--- src/hw/rtl/upd_pkg.sv ---
// ----------------------------------------------------------------------------
// URL percent decoder package
// Shared types and character constants of the URL percent decoder.
// ----------------------------------------------------------------------------
package upd_pkg;

   localparam int SLOT_DEPTH = 6;
   localparam int CNT_W      = 3;

   localparam logic [7:0] CH_PCT   = 8'h25;
   localparam logic [7:0] CH_PLUS  = 8'h2B;
   localparam logic [7:0] CH_U     = 8'h75;
   localparam logic [7:0] CH_SPACE = 8'h20;

   localparam logic [CNT_W-1:0] LEN_ONE  = 3'd1;
   localparam logic [CNT_W-1:0] LEN_PCT2 = 3'd3;
   localparam logic [CNT_W-1:0] LEN_PCTU = 3'd6;

   localparam logic [15:0] CP_2B_MIN  = 16'h0080;
   localparam logic [15:0] CP_3B_MIN  = 16'h0800;
   localparam logic [15:0] CP_SUR_LO  = 16'hD800;
   localparam logic [15:0] CP_SUR_END = 16'hE000;
   localparam logic [7:0]  UTF_CONT   = 8'h80;
   localparam logic [7:0]  UTF_LEAD2  = 8'hC0;
   localparam logic [7:0]  UTF_LEAD3  = 8'hE0;
   localparam logic [7:0]  UTF_MASK6  = 8'h3F;

   typedef struct packed {
      logic [7:0] data;
      logic       is_pct;
      logic       is_plus;
      logic       is_u;
      logic       is_hex;
      logic [3:0] nib;
   } upd_sym_type;

   typedef struct packed {
      upd_sym_type sym;
      logic        eos;
   } upd_item_type;

   typedef enum logic {
      ST_LOAD,
      ST_SCAN
   } upd_state_type;

   typedef enum logic [1:0] {
      SCAN_BAD,
      SCAN_OK,
      SCAN_MORE
   } upd_scan_type;

endpackage

--- src/hw/rtl/upd_front.sv ---
// ----------------------------------------------------------------------------
// URL percent decoder front end
// Accepts encoded bytes and tags each one with its character class.
// ----------------------------------------------------------------------------
module upd_front import upd_pkg::*; (
   input  logic         clock,
   input  logic         reset,
   input  logic         req_tvalid,
   output logic         req_tready,
   input  logic [7:0]   req_tdata,
   input  logic         req_tlast,
   input  logic         q_full,
   output logic         q_push,
   output upd_item_type q_item
);

   logic seen_ff;
   logic seen_in;

   assign req_tready = !q_full;
   assign q_push     = req_tvalid && req_tready;
   assign seen_in    = q_push ? 1'b1 : seen_ff;

   always_ff @(posedge clock) begin
      if (reset) begin
         seen_ff <= 1'b0;
      end else begin
         seen_ff <= seen_in;
      end
   end

   always_comb begin
      q_item             = '0;
      q_item.eos         = req_tlast;
      q_item.sym.data    = req_tdata;
      q_item.sym.is_pct  = (req_tdata == CH_PCT);
      q_item.sym.is_plus = (req_tdata == CH_PLUS);
      q_item.sym.is_u    = (req_tdata == CH_U);
      priority if (req_tdata >= 8'h30 && req_tdata <= 8'h39) begin
         q_item.sym.is_hex = 1'b1;
         q_item.sym.nib    = req_tdata[3:0];
      end else if ((req_tdata >= 8'h41 && req_tdata <= 8'h46) ||
                   (req_tdata >= 8'h61 && req_tdata <= 8'h66)) begin
         q_item.sym.is_hex = 1'b1;
         q_item.sym.nib    = req_tdata[3:0] + 4'd9;
      end else begin
         q_item.sym.is_hex = 1'b0;
      end
   end

   property p_tready_follows_queue;
      @(posedge clock) disable iff (reset) q_full |-> !q_push;
   endproperty
   property p_seen_after_push;
      @(posedge clock) disable iff (reset) q_push |=> seen_ff;
   endproperty
   property p_seen_sticks;
      @(posedge clock) disable iff (reset) seen_ff |=> seen_ff;
   endproperty

   a_tready_follows_queue: assert property (p_tready_follows_queue)
      else $error("push while queue full");
   a_seen_after_push: assert property (p_seen_after_push)
      else $error("accept flag not set");
   a_seen_sticks: assert property (p_seen_sticks)
      else $error("accept flag cleared");

endmodule

--- src/hw/rtl/upd_fifo.sv ---
// ----------------------------------------------------------------------------
// URL percent decoder queue
// Short register queue between the front end and the decode engine.
// ----------------------------------------------------------------------------
module upd_fifo import upd_pkg::*; #(
   parameter int DEPTH = 4
) (
   input  logic         clock,
   input  logic         reset,
   input  logic         push,
   input  upd_item_type push_item,
   output logic         full,
   input  logic         pop,
   output logic         valid,
   output upd_item_type pop_item
);

   localparam int PW = (DEPTH > 1) ? $clog2(DEPTH) : 1;
   localparam int CW = $clog2(DEPTH + 1);

   upd_item_type   mem_ff [DEPTH];
   logic [PW-1:0]  wr_ff;
   logic [PW-1:0]  wr_in;
   logic [PW-1:0]  rd_ff;
   logic [PW-1:0]  rd_in;
   logic [CW-1:0]  count_ff;
   logic [CW-1:0]  count_in;

   assign full     = (count_ff == CW'(DEPTH));
   assign valid    = (count_ff != '0);
   assign pop_item = mem_ff[rd_ff];

   always_comb begin
      wr_in    = wr_ff;
      rd_in    = rd_ff;
      count_in = count_ff;
      if (push) begin
         wr_in = (wr_ff == PW'(DEPTH - 1)) ? '0 : wr_ff + 1'b1;
      end
      if (pop) begin
         rd_in = (rd_ff == PW'(DEPTH - 1)) ? '0 : rd_ff + 1'b1;
      end
      unique case ({push, pop})
         2'b10:   count_in = count_ff + 1'b1;
         2'b01:   count_in = count_ff - 1'b1;
         default: count_in = count_ff;
      endcase
   end

   always_ff @(posedge clock) begin
      if (reset) begin
         wr_ff    <= '0;
         rd_ff    <= '0;
         count_ff <= '0;
      end else begin
         wr_ff    <= wr_in;
         rd_ff    <= rd_in;
         count_ff <= count_in;
      end
   end

   always_ff @(posedge clock) begin
      if (push) begin
         mem_ff[wr_ff] <= push_item;
      end
   end

   property p_no_pop_empty;
      @(posedge clock) disable iff (reset) pop |-> valid;
   endproperty
   property p_count_step;
      @(posedge clock) disable iff (reset) (push && !pop) |=> count_ff == $past(count_ff) + 1'b1;
   endproperty
   property p_ptr_match;
      @(posedge clock) disable iff (reset) (count_ff == '0) |-> (wr_ff == rd_ff);
   endproperty

   a_no_pop_empty: assert property (p_no_pop_empty)
      else $error("pop from empty queue");
   a_count_step: assert property (p_count_step)
      else $error("queue count did not advance");
   a_ptr_match: assert property (p_ptr_match)
      else $error("queue pointers differ while empty");

endmodule

--- src/hw/rtl/upd_back.sv ---
// ----------------------------------------------------------------------------
// URL percent decoder engine
// Holds undecided escape bytes, decodes them one result per cycle while the
// result channel is not stalled, and drives the registered result channel.
// ----------------------------------------------------------------------------
module upd_back import upd_pkg::*; (
   input  logic         clock,
   input  logic         reset,
   input  logic         item_valid,
   input  upd_item_type item,
   output logic         item_pop,
   output logic         rsp_tvalid,
   input  logic         rsp_tready,
   output logic [7:0]   rsp_tdata,
   output logic         rsp_tuser,
   output logic         rsp_tlast
);

   upd_state_type    state_ff;
   upd_state_type    state_in;
   upd_sym_type      slot_ff [SLOT_DEPTH];
   upd_sym_type      slot_in [SLOT_DEPTH];
   logic [CNT_W-1:0] cnt_ff;
   logic [CNT_W-1:0] cnt_in;
   logic             last_ff;
   logic             last_in;
   logic [1:0]       idx_ff;
   logic [1:0]       idx_in;
   logic             hold_v_ff;
   logic             hold_v_in;
   logic [7:0]       hold_ff;
   logic [7:0]       hold_in;
   logic             rsp_v_ff;
   logic             rsp_v_in;
   logic [7:0]       rsp_data_ff;
   logic [7:0]       rsp_data_in;
   logic             rsp_has_ff;
   logic             rsp_has_in;
   logic             rsp_last_ff;
   logic             rsp_last_in;

   upd_scan_type     hst;
   upd_scan_type     ust;
   logic [15:0]      code;
   logic [1:0]       nb;
   logic [7:0]       ub0;
   logic [7:0]       ub1;
   logic [7:0]       ub2;
   logic [7:0]       ub_sel;

   logic             act_emit;
   logic [7:0]       emit_val;
   logic [CNT_W-1:0] shift_amt;
   logic             step_end;
   logic [1:0]       idx_next;
   logic             is_bad;
   logic             is_partial;
   logic             out_free;
   logic             need_out;
   logic             go;

   assign rsp_tvalid = rsp_v_ff;
   assign rsp_tdata  = rsp_data_ff;
   assign rsp_tuser  = rsp_has_ff;
   assign rsp_tlast  = rsp_last_ff;

   always_comb begin
      hst = SCAN_OK;
      for (int k = 0; k < 2; k++) begin
         if (hst == SCAN_OK) begin
            if (cnt_ff <= CNT_W'(1 + k)) begin
               hst = SCAN_MORE;
            end else if (!slot_ff[1 + k].is_hex) begin
               hst = SCAN_BAD;
            end
         end
      end
      ust = SCAN_OK;
      for (int k = 0; k < 4; k++) begin
         if (ust == SCAN_OK) begin
            if (cnt_ff <= CNT_W'(2 + k)) begin
               ust = SCAN_MORE;
            end else if (!slot_ff[2 + k].is_hex) begin
               ust = SCAN_BAD;
            end
         end
      end
   end

   assign code = {slot_ff[2].nib, slot_ff[3].nib, slot_ff[4].nib, slot_ff[5].nib};

   always_comb begin
      nb  = 2'd0;
      ub0 = '0;
      ub1 = '0;
      ub2 = '0;
      priority if (code < CP_2B_MIN) begin
         nb  = 2'd1;
         ub0 = {1'b0, code[6:0]};
      end else if (code < CP_3B_MIN) begin
         nb  = 2'd2;
         ub0 = UTF_LEAD2 | {3'b000, code[10:6]};
         ub1 = UTF_CONT | (code[7:0] & UTF_MASK6);
      end else if (code >= CP_SUR_LO && code < CP_SUR_END) begin
         nb  = 2'd0;
      end else begin
         nb  = 2'd3;
         ub0 = UTF_LEAD3 | {4'b0000, code[15:12]};
         ub1 = UTF_CONT | {2'b00, code[11:6]};
         ub2 = UTF_CONT | (code[7:0] & UTF_MASK6);
      end
      unique case (idx_ff)
         2'd0:    ub_sel = ub0;
         2'd1:    ub_sel = ub1;
         2'd2:    ub_sel = ub2;
         default: ub_sel = '0;
      endcase
   end

   always_comb begin
      act_emit   = 1'b0;
      emit_val   = '0;
      shift_amt  = '0;
      step_end   = 1'b0;
      idx_next   = idx_ff;
      is_bad     = 1'b0;
      is_partial = 1'b0;
      item_pop   = 1'b0;
      unique case (state_ff)
         ST_LOAD: begin
            item_pop = item_valid;
         end
         ST_SCAN: begin
            priority if (cnt_ff == '0) begin
               step_end = 1'b1;
            end else if (slot_ff[0].is_pct) begin
               priority if (cnt_ff == LEN_ONE) begin
                  is_partial = 1'b1;
               end else if (slot_ff[1].is_u) begin
                  unique case (ust)
                     SCAN_OK: begin
                        if (nb == 2'd0) begin
                           shift_amt = LEN_PCTU;
                        end else begin
                           act_emit = 1'b1;
                           emit_val = ub_sel;
                           if (idx_ff == nb - 2'd1) begin
                              shift_amt = LEN_PCTU;
                              idx_next  = 2'd0;
                           end else begin
                              idx_next = idx_ff + 2'd1;
                           end
                        end
                     end
                     SCAN_MORE: is_partial = 1'b1;
                     default:   is_bad = 1'b1;
                  endcase
               end else begin
                  unique case (hst)
                     SCAN_OK: begin
                        act_emit  = 1'b1;
                        emit_val  = {slot_ff[1].nib, slot_ff[2].nib};
                        shift_amt = LEN_PCT2;
                     end
                     SCAN_MORE: is_partial = 1'b1;
                     default:   is_bad = 1'b1;
                  endcase
               end
               if (is_bad || (is_partial && last_ff)) begin
                  act_emit  = 1'b1;
                  emit_val  = CH_PCT;
                  shift_amt = LEN_ONE;
               end else if (is_partial) begin
                  step_end = 1'b1;
               end
            end else if (slot_ff[0].is_plus) begin
               act_emit  = 1'b1;
               emit_val  = CH_SPACE;
               shift_amt = LEN_ONE;
            end else begin
               act_emit  = 1'b1;
               emit_val  = slot_ff[0].data;
               shift_amt = LEN_ONE;
            end
         end
         default: begin
            item_pop = 1'b0;
         end
      endcase
   end

   assign out_free = !rsp_v_ff || rsp_tready;
   assign need_out = (act_emit && hold_v_ff) || (step_end && (hold_v_ff || last_ff));
   assign go       = out_free || !need_out;

   always_comb begin
      state_in = state_ff;
      unique case (state_ff)
         ST_LOAD: begin
            if (item_valid) begin
               state_in = ST_SCAN;
            end
         end
         ST_SCAN: begin
            if (step_end && go) begin
               state_in = ST_LOAD;
            end
         end
         default: state_in = ST_LOAD;
      endcase
   end

   always_comb begin
      slot_in     = slot_ff;
      cnt_in      = cnt_ff;
      last_in     = last_ff;
      idx_in      = idx_ff;
      hold_v_in   = hold_v_ff;
      hold_in     = hold_ff;
      rsp_v_in    = rsp_v_ff && !rsp_tready;
      rsp_data_in = rsp_data_ff;
      rsp_has_in  = rsp_has_ff;
      rsp_last_in = rsp_last_ff;
      if (item_pop) begin
         slot_in[cnt_ff] = item.sym;
         cnt_in          = cnt_ff + 1'b1;
         last_in         = item.eos;
      end
      if (state_ff == ST_SCAN && go) begin
         if (act_emit) begin
            if (hold_v_ff) begin
               rsp_v_in    = 1'b1;
               rsp_data_in = hold_ff;
               rsp_has_in  = 1'b1;
               rsp_last_in = 1'b0;
            end
            hold_in   = emit_val;
            hold_v_in = 1'b1;
         end
         if (step_end) begin
            if (hold_v_ff) begin
               rsp_v_in    = 1'b1;
               rsp_data_in = hold_ff;
               rsp_has_in  = 1'b1;
               rsp_last_in = last_ff;
            end else if (last_ff) begin
               rsp_v_in    = 1'b1;
               rsp_data_in = '0;
               rsp_has_in  = 1'b0;
               rsp_last_in = 1'b1;
            end
            hold_v_in = 1'b0;
         end
         unique case (shift_amt)
            LEN_ONE: begin
               for (int i = 0; i < SLOT_DEPTH - 1; i++) begin
                  slot_in[i] = slot_ff[i + 1];
               end
            end
            LEN_PCT2: begin
               for (int i = 0; i < SLOT_DEPTH - 3; i++) begin
                  slot_in[i] = slot_ff[i + 3];
               end
            end
            default: begin
               slot_in = slot_ff;
            end
         endcase
         cnt_in = cnt_ff - shift_amt;
         idx_in = idx_next;
      end
   end

   always_ff @(posedge clock) begin
      if (reset) begin
         state_ff  <= ST_LOAD;
         cnt_ff    <= '0;
         last_ff   <= 1'b0;
         idx_ff    <= '0;
         hold_v_ff <= 1'b0;
         rsp_v_ff  <= 1'b0;
      end else begin
         state_ff  <= state_in;
         cnt_ff    <= cnt_in;
         last_ff   <= last_in;
         idx_ff    <= idx_in;
         hold_v_ff <= hold_v_in;
         rsp_v_ff  <= rsp_v_in;
      end
   end

   always_ff @(posedge clock) begin
      slot_ff     <= slot_in;
      hold_ff     <= hold_in;
      rsp_data_ff <= rsp_data_in;
      rsp_has_ff  <= rsp_has_in;
      rsp_last_ff <= rsp_last_in;
   end

   property p_load_hold_empty;
      @(posedge clock) disable iff (reset) (state_ff == ST_LOAD) |-> !hold_v_ff;
   endproperty
   property p_load_room;
      @(posedge clock) disable iff (reset)
         (state_ff == ST_LOAD) |-> (cnt_ff < CNT_W'(SLOT_DEPTH));
   endproperty
   property p_pending_fits;
      @(posedge clock) disable iff (reset)
         (state_ff == ST_SCAN && step_end) |-> (cnt_ff < CNT_W'(SLOT_DEPTH));
   endproperty
   property p_utf_index;
      @(posedge clock) disable iff (reset)
         (idx_ff != 2'd0) |-> (state_ff == ST_SCAN && slot_ff[0].is_pct && slot_ff[1].is_u);
   endproperty

   a_load_hold_empty: assert property (p_load_hold_empty)
      else $error("held result left over between transactions");
   a_load_room: assert property (p_load_room)
      else $error("no room for a new byte");
   a_pending_fits: assert property (p_pending_fits)
      else $error("pending escape too long");
   a_utf_index: assert property (p_utf_index)
      else $error("stray UTF-8 byte index");

endmodule

--- src/hw/rtl/url_percent_decoder.sv ---
// ----------------------------------------------------------------------------
// URL percent decoder
// Streaming decoder of URL-encoded text with %XX and %uXXXX escapes.
// ----------------------------------------------------------------------------
// One encoded byte enters per transaction on req_; decoded bytes leave on rsp_.
// The front end tags each byte and parks it in a short queue; the engine takes
// one byte from the queue, emits the decoded bytes that are ready one at a time
// and closes the transaction before it takes the next byte. The last byte
// of a string always yields at least one result, with rsp_tlast set on its
// final one.
module url_percent_decoder import upd_pkg::*; #(
   parameter int QUEUE_DEPTH = 4
) (
   input  logic       clock,
   input  logic       reset,
   input  logic       req_tvalid,
   output logic       req_tready,
   input  logic [7:0] req_tdata,   // in_byte
   input  logic       req_tlast,   // end_of_string
   output logic       rsp_tvalid,
   input  logic       rsp_tready,
   output logic [7:0] rsp_tdata,   // out_byte
   output logic       rsp_tuser,   // has_byte
   output logic       rsp_tlast    // last_out
);

   logic         q_full;
   logic         q_push;
   upd_item_type q_item;
   logic         q_pop;
   logic         q_valid;
   upd_item_type q_head;

   upd_front u_front (
      .clock      (clock),
      .reset      (reset),
      .req_tvalid (req_tvalid),
      .req_tready (req_tready),
      .req_tdata  (req_tdata),
      .req_tlast  (req_tlast),
      .q_full     (q_full),
      .q_push     (q_push),
      .q_item     (q_item)
   );

   upd_fifo #(
      .DEPTH (QUEUE_DEPTH)
   ) u_fifo (
      .clock     (clock),
      .reset     (reset),
      .push      (q_push),
      .push_item (q_item),
      .full      (q_full),
      .pop       (q_pop),
      .valid     (q_valid),
      .pop_item  (q_head)
   );

   upd_back u_back (
      .clock      (clock),
      .reset      (reset),
      .item_valid (q_valid),
      .item       (q_head),
      .item_pop   (q_pop),
      .rsp_tvalid (rsp_tvalid),
      .rsp_tready (rsp_tready),
      .rsp_tdata  (rsp_tdata),
      .rsp_tuser  (rsp_tuser),
      .rsp_tlast  (rsp_tlast)
   );

endmodule

--- config.mk ---
export PLATFORM = sky130hd
export DESIGN_NAME = url_percent_decoder
export DESIGN_NICKNAME = d
export VERILOG_FILES = /design/src/hw/rtl/upd_pkg.sv /design/src/hw/rtl/upd_front.sv /design/src/hw/rtl/upd_fifo.sv /design/src/hw/rtl/upd_back.sv /design/src/hw/rtl/url_percent_decoder.sv
export SDC_FILE = /design/constraint.sdc
export NUM_CORES = 1
export LEC_CHECK = 0
export BUFFER_PORTS_ARGS = -buffer_cell sky130_fd_sc_hd__buf_2
export CORE_ASPECT_RATIO = 1.4
export CORE_MARGIN = 8
export CORE_UTILIZATION = 60
export CTS_CLUSTER_DIAMETER = 60
export DETAILED_ROUTE_END_ITERATION = 8
export PLACE_DENSITY = 0.83
export SYNTH_ARGS = -nofsm -noshare
export SYNTH_HDL_FRONTEND = slang
export SYNTH_SLANG_ARGS = --single-unit
--- constraint.sdc ---
create_clock -name clock -period 4.9 [get_ports clock]
set_clock_uncertainty 0.1 [all_clocks]
set_input_delay 0.98 -clock clock [delete_from_list [all_inputs] [get_ports clock]]
set_output_delay 0.98 -clock clock [all_outputs]
set_load 0.05 [all_outputs]
# Yosys cells after proc, flatten, opt, wreduce, memory -nomap -nowiden

Memories as Yosys holds them, arrays and structs flattened. A register that Yosys moved wholly into a read port is not among the register bits.
Cells that the tools add are included.

Bitwise logic cells: 5
Multiplexer cells: 123
Reduce and logical (&&, ||, !) cells: 37
Order comparisons: 17
Add/sub/neg operators: 9
Equality and inequality tests: 24

Operator list:

| kind                                                                                | number |
|---|---|
| 96-bit two-way mux                                                                  | 2 |
| 8-bit two-way mux                                                                   | 22 |
| 96-bit bitwise mux                                                                  | 1 |
| 48-bit case mux with 2 select lines                                                 | 1 |
| 32-bit case mux with 2 select lines                                                 | 1 |
| 1-bit two-way mux                                                                   | 54 |
| 16-bit demux with 3-bit select                                                      | 1 |
| 2-bit two-way mux                                                                   | 23 |
| 3-bit two-way mux                                                                   | 11 |
| 16-bit two-way mux                                                                  | 2 |
| 8-bit case mux with 3 select lines                                                  | 1 |
| 2-bit by 1-bit == test with 1-bit output, second input constant                     | 8 |
| 8-bit by 6-bit == test with 1-bit output, second input constant                     | 2 |
| 16-bit greater-or-equal comparator, second input constant                           | 1 |
| 8-bit by 7-bit greater-or-equal comparator with 1-bit output, second input constant | 2 |
| 8-bit by 7-bit less-or-equal comparator with 1-bit output, second input constant    | 2 |
| 16-bit by 12-bit < comparator with 1-bit output, second input constant              | 1 |
| 16-bit < comparator, second input constant                                          | 1 |
| 16-bit by 8-bit < comparator with 1-bit output, second input constant               | 1 |
| 2-bit == test, second input constant                                                | 6 |
| 1-bit logical AND                                                                   | 12 |
| 8-bit by 7-bit == test with 1-bit output, second input constant                     | 1 |
| 8-bit by 6-bit greater-or-equal comparator with 1-bit output, second input constant | 1 |
| 8-bit by 6-bit less-or-equal comparator with 1-bit output, second input constant    | 1 |
| 32 further kinds                                                                    | 57 |

Bits in registers: 130
Memories: 1
Word-level logic and storage cells: 265
Output and inout port bits: 12
Bits in writable memories: 68
Bits of input ports: 13

Memory list:

| memory        | words | bits a word | rd ports | clocked after Yosys merged registers in | wr ports | RTL line       | RTL |
|---|---|---|---|---|---|---|---|
| u_fifo.mem_ff | 4     | 17          | 1        | 1                                       | 1        | upd_fifo.sv:21 | `upd_item_type mem_ff [DEPTH];` |

# Longest topological paths before layout

Gate-level depths: netlist of the first run.

Word-level depth: 31
Mapped depth: 20
Depth with buffers taken out: 18

# Modules after synthesis

A second synthesis of the first run with hierarchy kept.

Cells, all modules: 757
Area total of the unflattened synthesis: 9606.7 µm²

By module, submodules not included:

| module    | sequential area each (µm²) | area an instance (µm²) | times used | cells each |
|---|---|---|---|---|
| upd_back  | 3423.3                     | 6371.1                 | 1          | 581 |
| upd_fifo  | 2222.1                     | 2941.6                 | 1          | 137 |
| upd_front | 0.0                        | 294.0                  | 1          | 39 |

# Least setup slack after synthesis of the first run

No wires, ideal clock.

Path type: register -> register
Start point: reg u_back.slot_ff, in the netlist u_back.code[8]
End point: reg u_back.cnt_ff[2]
Arrival: 3.752 ns
Library setup time: 0.121 ns
Path slack: 0.927 ns
Required time: 4.679 ns
Path buffers: 1
Clock period less this slack: 3.973 ns
Stages on the path, launching flop included: 16
Cell sequence: edfxtp_1 nor4_1 o21ai_0 ha_1 or3_1 a31oi_1 o21a_2 inv_2 buf_2 nand2b_1 ha_1 inv_1 fa_1 and2_1 o221ai_2 mux2_4

Cells in the longest elaborated chain, start to end: 20
Elaborated cells on any way between the ends: 36
Those cells by class: add/sub (2); order compare (4); eq/ne (1); mux (21); reduce/logical (8)

Ends and longest elaborated chain:

| what                                                                      | RTL line        | RTL |
|---|---|---|
| start: declaration                                                        | upd_back.sv:21  | `upd_sym_type slot_ff [SLOT_DEPTH];` |
| start signal: assignment                                                  | upd_back.sv:293 | `slot_ff <= slot_in;` |
| 16-bit greater-or-equal comparator or 16-bit < comparator (tied branches) | upd_back.sv:104 | `end else if (code >= CP_SUR_LO && code < CP_SUR_END) begin` |
| 1-bit logical AND                                                         | upd_back.sv:104 |  |
| 2-bit two-way mux                                                         | upd_back.sv:104 |  |
| 2-bit two-way mux                                                         | upd_back.sv:100 | `end else if (code < CP_3B_MIN) begin` |
| 2-bit two-way mux (*)                                                     | upd_back.sv:97  | `priority if (code < CP_2B_MIN) begin` |
| branches (longest 15 deep; another with 3-bit subtractor)                 | n/a             |  |
| end signal: assignment                                                    | upd_back.sv:284 | `cnt_ff <= cnt_in;` |
| end: declaration                                                          | upd_back.sv:23  | `logic [CNT_W-1:0] cnt_ff;` |

Mark *: on every way between the ends.
A chain may end at the register's enable or synchronous reset.

# Final worst setup path of the first run

Start point: reg u_back.cnt_ff[2]
End point: reg u_back.cnt_ff[2]

Cells in the longest elaborated chain, start to end: 30
Elaborated cells on any way between the ends: 79
Those cells by class: add/sub (2); order compare (5); eq/ne (9); mux (51); reduce/logical (12)

Ends and longest elaborated chain:

| what |
|---|
| branches (longest 30 deep; another with 3-bit by 2-bit less-or-equal comparator with 1-bit output) |

Several ways; the timed one is not identified. The select of a mux whose other input is x is not followed.

==> flow_summary.yaml, run 1 <==
clock_tree:
  post_cts_buffers: 0
  clock_latency_ps: 430
  cts_tree: "yes"
  cts-resized-gates: 0
  clk_pin_slew_worst_paths_ps: 70
  ctsHoldBuffers: 0
  cts_made_buffers: 17
  h-tree-depth: 4
  clock-sinks: 194
  cts_max_path_buffers: 2
  cts_root_buffer: "clkbuf_16"
routing:
  postRouteAntennaNets: 0
  avgViaCountPerCell: 6.64
  drc_errors: 0
  routed_wl_microns: 22800
  vias: 6731
  drt_iter0_markers: 725
  routedWlPerCell_microns: 22.5
  dr.pass1.iters: 7
cells_and_area:
  drive_gt1_share_pct: 12.4
  utilization_pct: 65.7
  multi_input_area_sq_um: 3710
  final_nets: 839
  num_antenna_cells: 0
  fill_cells: 1147
  regArea_sq_um: 5650
  stdcell_count: 1014
  area_growth_pct: 8.44
worst_setup_path:
  crit_type: "register to register"
  cp.arrival_ps: 4500
  endpoint_kind: "register"
  start_kind: "register"
  max_stage_delay_ps: 610
  critPathMaxFanout: 14
  critPathRequiredTime_ps: 5120
  r2r_start: "u_back.cnt_ff[2]"
  startpoint: "u_back.cnt_ff[2]"
  cp_slowest_cell: "dfxtp_1"
  crit_path_cell_trace: "inv_1, a31oi_1, nor2_1, o2111a_1, ha_1, nand2b_1, o21ai_0, a31oi_1, o21a_2, inv_2, and2_1, nor2b_1, fa_1, and2_1, o221ai_2, mux2_4"
yosys:
  async_reset_ff_share_pct: 0
  synth_area_sq_um: 9670
  synth_common_cells: "edfxtp_1, o21ai_0, nand2_1"
  synth_fp_nets: 830
  yosys_warnings: 0
  ys_types: 68
  synth_seq_cells: 194
  synth_edf_count: 176
  synthTopCellsByArea: "edfxtp_1, mux2i_1, o21ai_0"
  yosysTopAreaCellShare_pct: 54.7
  synth_ff_type: "edfxtp_1"
  syn_avg_cell_area_sq_um: 12.2
  syn_inst: 795
  yosysMostFrequentCell: "edfxtp_1"
  yosysSeqAreaShare_pct: 58.4
  yosysTopAreaCell: "edfxtp_1"
global_route:
  grt_max_degree: 75
  antenna_found_initial: 0
  track_usage_pct: 22.5
  grt_pass1_wl_microns: 35700
  globalRouteOverflowTotal: 0
  grt_pass1_vias: 6787
floorplanning:
  core_sq_um: 16000
  die_h_microns: 166
  initial_utilization_pct: 60.5
  die-area_sq_um: 20500
  core.rowCount: 55
  die_w_microns: 123
  pin_count: 25
power_and_ir_drop:
  power_leakage_nw: 3.81
  powerDensity_nw_per_um2: 566
  total_power_mw: 5.93
  vdd.ir_drop.worst_uv: 332
worst_hold_path:
  min_from: "u_fifo.rd_ff[1]"
  min-delay-path-class: "register to register"
sta:
  max_freq_mhz: 233
  fin_crit_sh_pct: 87.4
  setup_violations: 0
  worst_slew_pin_slew_ps: 1200
  rsz0062_at_grt: "no"
  final-hold-violation-count: 0
  fin_crit_ps: 4280
  setup_tns_ps: 0
  slew_violations: 0
  relSlewSlack_pct: 20.0
status:
  status: "finished clean"
flow_run:
  maxCapViolCount: 0
placement:
  placedCellCount: 984
  place.detailed.hpwl_microns: 15500
  place.port_buffers: 24
  gp_congestion: 0.973
==> critical path: cells and delay by family, from the launching register on <==
family | cells | cell delay, ps
and+or+nand+nor | 5 | 700
buffers and inverters | 2 | 350
adders and majority gates | 2 | 780
DFF | 1 | 610
muxes | 1 | 310
AOI/OAI and AO/OA | 6 | 1320
==> state kept, by name, summed over array words and instances (netlist names), named ones only <==
signal,count
u_back.slot_ff,74
u_fifo.mem_ff,68
u_back.code,16
u_back.hold_ff,8
u_back.rsp_tdata,8
u_back.cnt_ff,3
u_fifo.count_ff,3
u_back.idx_ff,2
u_fifo.rd_ff,2
u_fifo.wr_ff,2
u_back.hold_v_ff,1
u_back.last_ff,1
u_back.rsp_tlast,1
u_back.rsp_tuser,1
u_back.rsp_tvalid,1
u_back.state_ff,1
==> per-stage QoR <==
| step | hold slack, ps | setup slack [ps] | instance area [sq um] |
|---|---|---|---|
| global placement | 366 | 735 | 9940 |
| floorplan | 354 | 927 | 9670 |
| global route | 445 | 350 | 10500 |
| CTS | 425 | 625 | 10500 |
| detailed placement | 415 | 627 | 9940 |
| finish | 421 | 617 | 10500 |
==> path summary, 6_finish.rpt <==
check	slack [ps]	cells past startpoint	endpoint
setup / recovery	620	16	u_back.cnt_ff[2]
hold / removal	420	2	u_fifo.rd_ff[1]
setup reg to reg	620	16	u_back.cnt_ff[2]
hold reg to reg	420	2	u_fifo.rd_ff[1]
==> layout make-up <==
cell class / instances / share of cell area, %
well taps: 199 / 2.38
inverters: 31 / 1.11
flip-flops and latches: 194 / 53.9
repair buffers: 37 / 2.08
multi-input cells: 523 / 35.4
clock buffers: 19 / 4.13
clock inverters: 11 / 1.01
==> cells by family after synthesis <==
family	Yosys count	share of synthesized area, %
muxes	96	12.2
adders and majority gates	22	3.00
DFF	194	58.4
AOI/OAI and AO/OA	183	11.6
xor gates and xnor gates	3	0.272
buffers and inverters	78	3.43
and+or+nand+nor	219	11.1
==> cell usage in the layout (no fill, tap or decap), types with 6 or more instances in the layout <==
| cell type | count |
|---|---|
| nand2b_1 | 10 |
| nor2_1 | 29 |
| nor3_1 | 13 |
| buf_4 | 13 |
| nand2_1 | 81 |
| mux2i_1 | 76 |
| and3_1 | 9 |
| edfxtp_1 | 176 |
| o21ai_0 | 94 |
| and2_1 | 6 |
| a211oi_1 | 6 |
| mux4_2 | 17 |
| clkbuf_16 | 17 |
| nand3_1 | 38 |
| a21oi_1 | 26 |
| ha_1 | 20 |
| a22o_1 | 10 |
| buf_2 | 24 |
| dfxtp_1 | 18 |
| nor2b_1 | 6 |
| inv_1 | 29 |
==> power breakdown <==
part           switching, mW  total, mW  internal [mW]
sequential             0.344       2.75           2.41
combinational           1.25       1.88          0.626
clock                  0.599       1.30          0.702
==> per-layer routing <==
metal | global-route usage, % | part of all wire (%) | vias up
li1 | - | - | 3018
met1 | 25.2 | 36 | 3287
met2 | 39.3 | 54 | 367
met3 | 3.84 | 6.4 | 59
met4 | 12.0 | 3.2 | 0
met5 | 0 | 0 | -
Power figures use the tool's default switching activity.
==> run 2, diff against run 1 <==
ABC_AREA = 1   (was unset)
==> flow_summary.yaml, run 2 <==
yosys:
  ys_types: 52
  synth_edf_count: 176
  synthTopCellsByArea: "edfxtp_1, nand2_1, o21ai_0"
  synth_seq_cells: 194
  yosys_warnings: 0
  synth_ff_type: "edfxtp_1"
  yosysSeqAreaShare_pct: 58.7
  yosysTopAreaCellShare_pct: 55.0
  syn_inst: 978
  synth_common_cells: "edfxtp_1, nand2_1, o21ai_0"
  yosysMostFrequentCell: "edfxtp_1"
  yosysTopAreaCell: "edfxtp_1"
  synth_fp_nets: 1013
  syn_avg_cell_area_sq_um: 9.83
  async_reset_ff_share_pct: 0
  synth_area_sq_um: 9610
sta:
  fin_crit_sh_pct: 87.8
  setup_slack_ps: 597
  setup_violations: 0
  fin_hold_ws_ps: 391
  max_freq_mhz: 232
  relSlewSlack_pct: 26.7
  fin_crit_ps: 4300
  setup_tns_ps: 0
  slew_violations: 0
  worst_slew_pin_slew_ps: 1100
  final-hold-violation-count: 0
  rsz0062_at_grt: "no"
routing:
  dr.pass1.iters: 5
  vias: 7294
  drt_iter0_markers: 529
  routed_wl_microns: 21900
  drc_errors: 0
  routedWlPerCell_microns: 18.2
  avgViaCountPerCell: 6.06
  postRouteAntennaNets: 0
worst_setup_path:
  startpoint: "u_back.cnt_ff[1]"
  critPathMaxFanout: 15
  start_kind: "register"
  endpoint_kind: "register"
  critPathRequiredTime_ps: 5180
  r2r_start: "u_back.cnt_ff[1]"
  cp.arrival_ps: 4580
  crit_type: "register to register"
cells_and_area:
  final_common_cell: "edfxtp_1"
  final_nets: 1026
  fill_cells: 1208
  drive_gt1_share_pct: 9.86
  top_register: "u_back.slot_ff"
  final_cell_mix: "edfxtp_1, nand2_1, o21ai_0"
  stdcell_count: 1203
  area_growth_pct: 9.21
  largest_reg_flops: 74
  num_antenna_cells: 0
placement:
  placedCellCount: 1171
  place.detailed.hpwl_microns: 14800
  gp_congestion: 0.963
  place.port_buffers: 24
  pre_cts_slack_ps: 666
global_route:
  grt_pass1_vias: 7191
  antenna_found_initial: 0
  globalRouteOverflowTotal: 0
  grt_pass1_wl_microns: 35200
  grt_max_degree: 65
  track_usage_pct: 22.0
flow_run:
  maxCapViolCount: 0
power_and_ir_drop:
  power_leakage_nw: 4.06
  p_sw_share_pct: 39.2
  power_frac_comb_pct: 34.2
  power_frac_clock_pct: 22.7
  vdd.ir_drop.worst_uv: 327
  internal-power_mw: 3.86
  p_sw_mw: 2.49
  seq_power_share_pct: 43.0
  powerDensity_nw_per_um2: 604
clock_tree:
  clock_latency_ps: 440
  ctsHoldBuffers: 0
  h-tree-depth: 4
  cts-resized-gates: 0
  cts_made_buffers: 17
  cts_root_buffer: "clkbuf_16"
  cts_tree: "yes"
  clk_pin_slew_worst_paths_ps: 70
  clock-sinks: 194
  post_cts_buffers: 0
  cts_max_path_buffers: 2
floorplanning:
  die_h_microns: 166
  core_sq_um: 15900
  die-area_sq_um: 20400
  die_w_microns: 123
  initial_utilization_pct: 60.5
  core.rowCount: 55
  pin_count: 25
worst_hold_path:
  min_from: "u_fifo.count_ff[0]"
  min-delay-path-class: "register to register"
status:
  status: "finished clean"
[run 2: cell count changes after synthesis, moves of 8 or more]
cell	before	now
nand2_1	81	171
a21oi_1	26	72
mux2i_1	76	0
nand2b_1	10	0
and3_1	9	1
o22ai_1	3	12
inv_1	29	92
mux4_2	17	0
a22o_1	10	0
a32oi_1	1	16
buf_2	19	11
o21ai_1	4	59
nor2_1	29	92
[run 2: worst paths after layout]
check | endpoint | slack [ps] | cells after the start
max | u_back.cnt_ff[2] | 600 | 24
min | u_fifo.count_ff[0] | 390 | 1
max reg2reg | u_back.cnt_ff[2] | 600 | 24
min reg2reg | u_fifo.count_ff[0] | 390 | 1
[run 2: cells by family after synthesis]
| kind of cell | after synthesis | share of synthesized area (%) |
|---|---|---|
| XOR/XNOR | 2 | 0.182 |
| AO/OA/AOI/OAI | 281 | 16.3 |
| flip-flops | 194 | 58.7 |
| adder cells (fa/ha/maj) | 22 | 3.02 |
| buffers and inverters | 144 | 6.44 |
| AND/OR/NAND/NOR | 335 | 15.3 |
[run 2: final cells by class]
| type | instances | area (sq um) | area share (%) |
|---|---|---|---|
| Timing Repair Buffer | 40 | 265 | 2.53 |
| Clock buffer | 17 | 425 | 4.05 |
| Tap cell | 199 | 249 | 2.37 |
| Multi-Input combinational cell | 640 | 3360 | 32.0 |
| Sequential cell | 194 | 5650 | 53.8 |
| Inverter | 98 | 368 | 3.50 |
| Clock inverter | 15 | 191 | 1.82 |
[run 2: metal layers]
metal,up-vias,wire (microns),GRT usage (%)
met2,313,11400,37.2
met3,71,1390,4.05
met1,3434,8110,24.7
met5,-,0,0
li1,3476,-,-
met4,0,931,14.0
[run 2: metrics by stage]
stage / total power, mW / instance area, sq um / util, %
2_1_floorplan: 4.29 / 9610 / -
3_3_place_gp: 4.82 / 9880 / 62.2
4_1_cts: 6.34 / 10500 / 66.1
6_report: 6.35 / 10500 / 66.1
3_5_place_dp: 4.90 / 9880 / 62.2
5_1_grt: 6.68 / 10500 / 66.1
[run 2: power groups by stage]
| stage | Combinational, mW | Clock, mW | Sequential [mW] |
|---|---|---|---|
| 3_3_place_gp | 2.07 | 0 | 2.74 |
| 6_report | 2.17 | 1.44 | 2.73 |
| 2_1_floorplan | 1.55 | 0 | 2.74 |
| 5_1_grt | 2.40 | 1.51 | 2.77 |
| 3_5_place_dp | 2.14 | 0 | 2.75 |
| 4_1_cts | 2.16 | 1.46 | 2.72 |
[run 2: critical path: stages (launching register included)]
cell and delay, ps:
dfxtp_1 680, nor2_8 90, nor2_1 160, nand4_1 110
nor4_1 300, inv_1 70, nor3_1 210, ha_1 280
inv_1 50, nand2_1 50, nand3_2 110, nand4_1 90
nand2_1 110, nand3_2 200, nand2_4 150, nand2_4 70
nand2_4 110, inv_2 140, nand2_1 100, ha_1 140
inv_1 50, fa_1 400, xnor2_1 210, nand3_1 110
a21oi_1 150
==> run 3, diff against run 2 <==
CELL_PAD_IN_SITES_DETAIL_PLACEMENT = 1   (was unset)
CELL_PAD_IN_SITES_GLOBAL_PLACEMENT = 2   (was unset)
CORE_UTILIZATION = 41   (was 60)
GPL_ROUTABILITY_DRIVEN = 1   (was unset)
PLACE_DENSITY = 0.86   (was 0.83)
==> flow_summary.yaml, run 3 (synthesized netlist as in run 2, its figures left out) <==
status:
  status: "finished clean"
clock_tree:
  clock_latency_ps: 450
  cts-resized-gates: 0
  post_cts_buffers: 0
  cts_made_buffers: 17
  clk_pin_slew_worst_paths_ps: 80
  clock-sinks: 194
  cts_max_path_buffers: 2
  cts_root_buffer: "clkbuf_16"
  h-tree-depth: 4
  ctsHoldBuffers: 0
  cts_tree: "yes"
sta:
  fin_crit_sh_pct: 89.7
  slew_violations: 0
  final-hold-violation-count: 0
  fin_crit_ps: 4400
  worst_slew_pin_slew_ps: 1090
  rsz0062_at_grt: "no"
  relSlewSlack_pct: 27.4
  setup_violations: 0
  setup_slack_ps: 503
  max_freq_mhz: 227
  setup_tns_ps: 0
floorplanning:
  core_sq_um: 23100
  initial_utilization_pct: 41.6
  die_w_microns: 145
  die_h_microns: 197
  core.rowCount: 66
  die-area_sq_um: 28700
  pin_count: 25
placement:
  gp_congestion: 0.851
  pre_cts_slack_ps: 503
  place.detailed.hpwl_microns: 17500
  place.port_buffers: 24
  placed_cell_area_sq_um: 10000
worst_setup_path:
  max_stage_delay_ps: 690
  r2r_cells: 24
  worstSetupPathDepth: 24
  critPathMaxFanout: 14
  critical_path.top_delay_family: "simple AND/OR/NAND/NOR gates"
  cp.arrival_ps: 4680
  crit_type: "register to register"
  crit_path_cell_trace: "nor2_8, nor2_1, nand4_1, nor4_1, inv_1, nor3_1, ha_1, inv_1, nand2_1, nand3_2, nand4_1, nand2_1, nand3_2, nand2_4, nand2_4, nand2_4, inv_2, nand2_1, ha_1, inv_1, fa_1, xnor2_1, nand3_1, a21oi_1"
  start_kind: "register"
  cp_slowest_cell: "dfxtp_1"
  endpoint_kind: "register"
  critPathRequiredTime_ps: 5180
  ff2ff_setup_slack_ps: 500
  critPathBufInv: 4
routing:
  routed_wl_microns: 24700
  drc_errors: 0
  vias: 7160
  dr.pass1.iters: 4
  drt_iter0_markers: 387
  avgViaCountPerCell: 5.44
  routedWlPerCell_microns: 18.8
  postRouteAntennaNets: 0
global_route:
  grt_pass1_vias: 7485
  grt_max_degree: 57
  antenna_found_initial: 0
  track_usage_pct: 17.8
  globalRouteOverflowTotal: 0
  grt_pass1_wl_microns: 40400
cells_and_area:
  final_cell_mix: "edfxtp_1, nand2_1, o21ai_0"
  final_common_cell: "edfxtp_1"
  top_register: "u_back.slot_ff"
  final_area_sq_um: 10700
  largest_reg_flops: 74
  num_antenna_cells: 0
  final_nets: 1032
  area_growth_pct: 10.8
  drive_gt1_share_pct: 10.4
power_and_ir_drop:
  vdd.ir_drop.worst_uv: 258
  power_leakage_nw: 4.07
  powerDensity_nw_per_um2: 596
  total_power_mw: 6.34
flow_run:
  maxCapViolCount: 0
worst_hold_path:
  hold_depth: 1
  min-delay-path-class: "register to register"
[run 3: worst paths after layout]
| path | from | end |
|---|---|---|
| min reg2reg | u_fifo.count_ff[0] | u_fifo.count_ff[0] |
| max | u_back.cnt_ff[1] | u_back.cnt_ff[2] |
| max reg2reg | u_back.cnt_ff[1] | u_back.cnt_ff[2] |
| min | u_fifo.count_ff[0] | u_fifo.count_ff[0] |
[run 3: area by class of cell]
type | count | area (sq um)
Fill cell | 2626 | 12500
Clock inverter | 15 | 178
Sequential cell | 194 | 5650
Inverter | 98 | 368
Multi-Input combinational cell | 640 | 3360
Tap cell | 306 | 383
Clock buffer | 17 | 425
Timing Repair Buffer | 46 | 298
[run 3: worst reg2reg max path: stages (launching register included)]
cell and delay (ps):
dfxtp_1 690, nor2_8 90, nor2_1 170, nand4_1 110, nor4_1 290, inv_1 70
nor3_1 230, ha_1 280, inv_1 50, nand2_1 50, nand3_2 110, nand4_1 100
nand2_1 120, nand3_2 200, nand2_4 160, nand2_4 70, nand2_4 180, inv_2 130
nand2_1 80, ha_1 140, inv_1 50, fa_1 400, xnor2_1 210, nand3_1 100
a21oi_1 140
[run 3: stage by stage]
step | hold slack, ps | util, % | std cells
2_1_floorplan | 344 | - | 978
3_3_place_gp | 361 | 43.5 | 1284
3_5_place_dp | 367 | 43.5 | 1284
4_1_cts | 401 | 46.1 | 1316
5_1_grt | 447 | 46.1 | 1316
6_report | 397 | 46.1 | 1316
[run 3: routing by layer]
layer | wire (microns) | vias to the layer above | GRT usage, % | part of all wire [%]
met3 | 503 | 32 | 2.57 | 2.0
met5 | 0 | - | 0 | 0
met2 | 13000 | 88 | 32.8 | 53
li1 | - | 3489 | - | -
met1 | 10700 | 3551 | 20.4 | 43
met4 | 544 | 0 | 7.35 | 2.2
[run 3: power breakdown]
part	switching, mW	total [mW]	internal, mW
combinational	1.57	2.20	0.634
sequential	0.283	2.73	2.45
clock	0.718	1.41	0.695
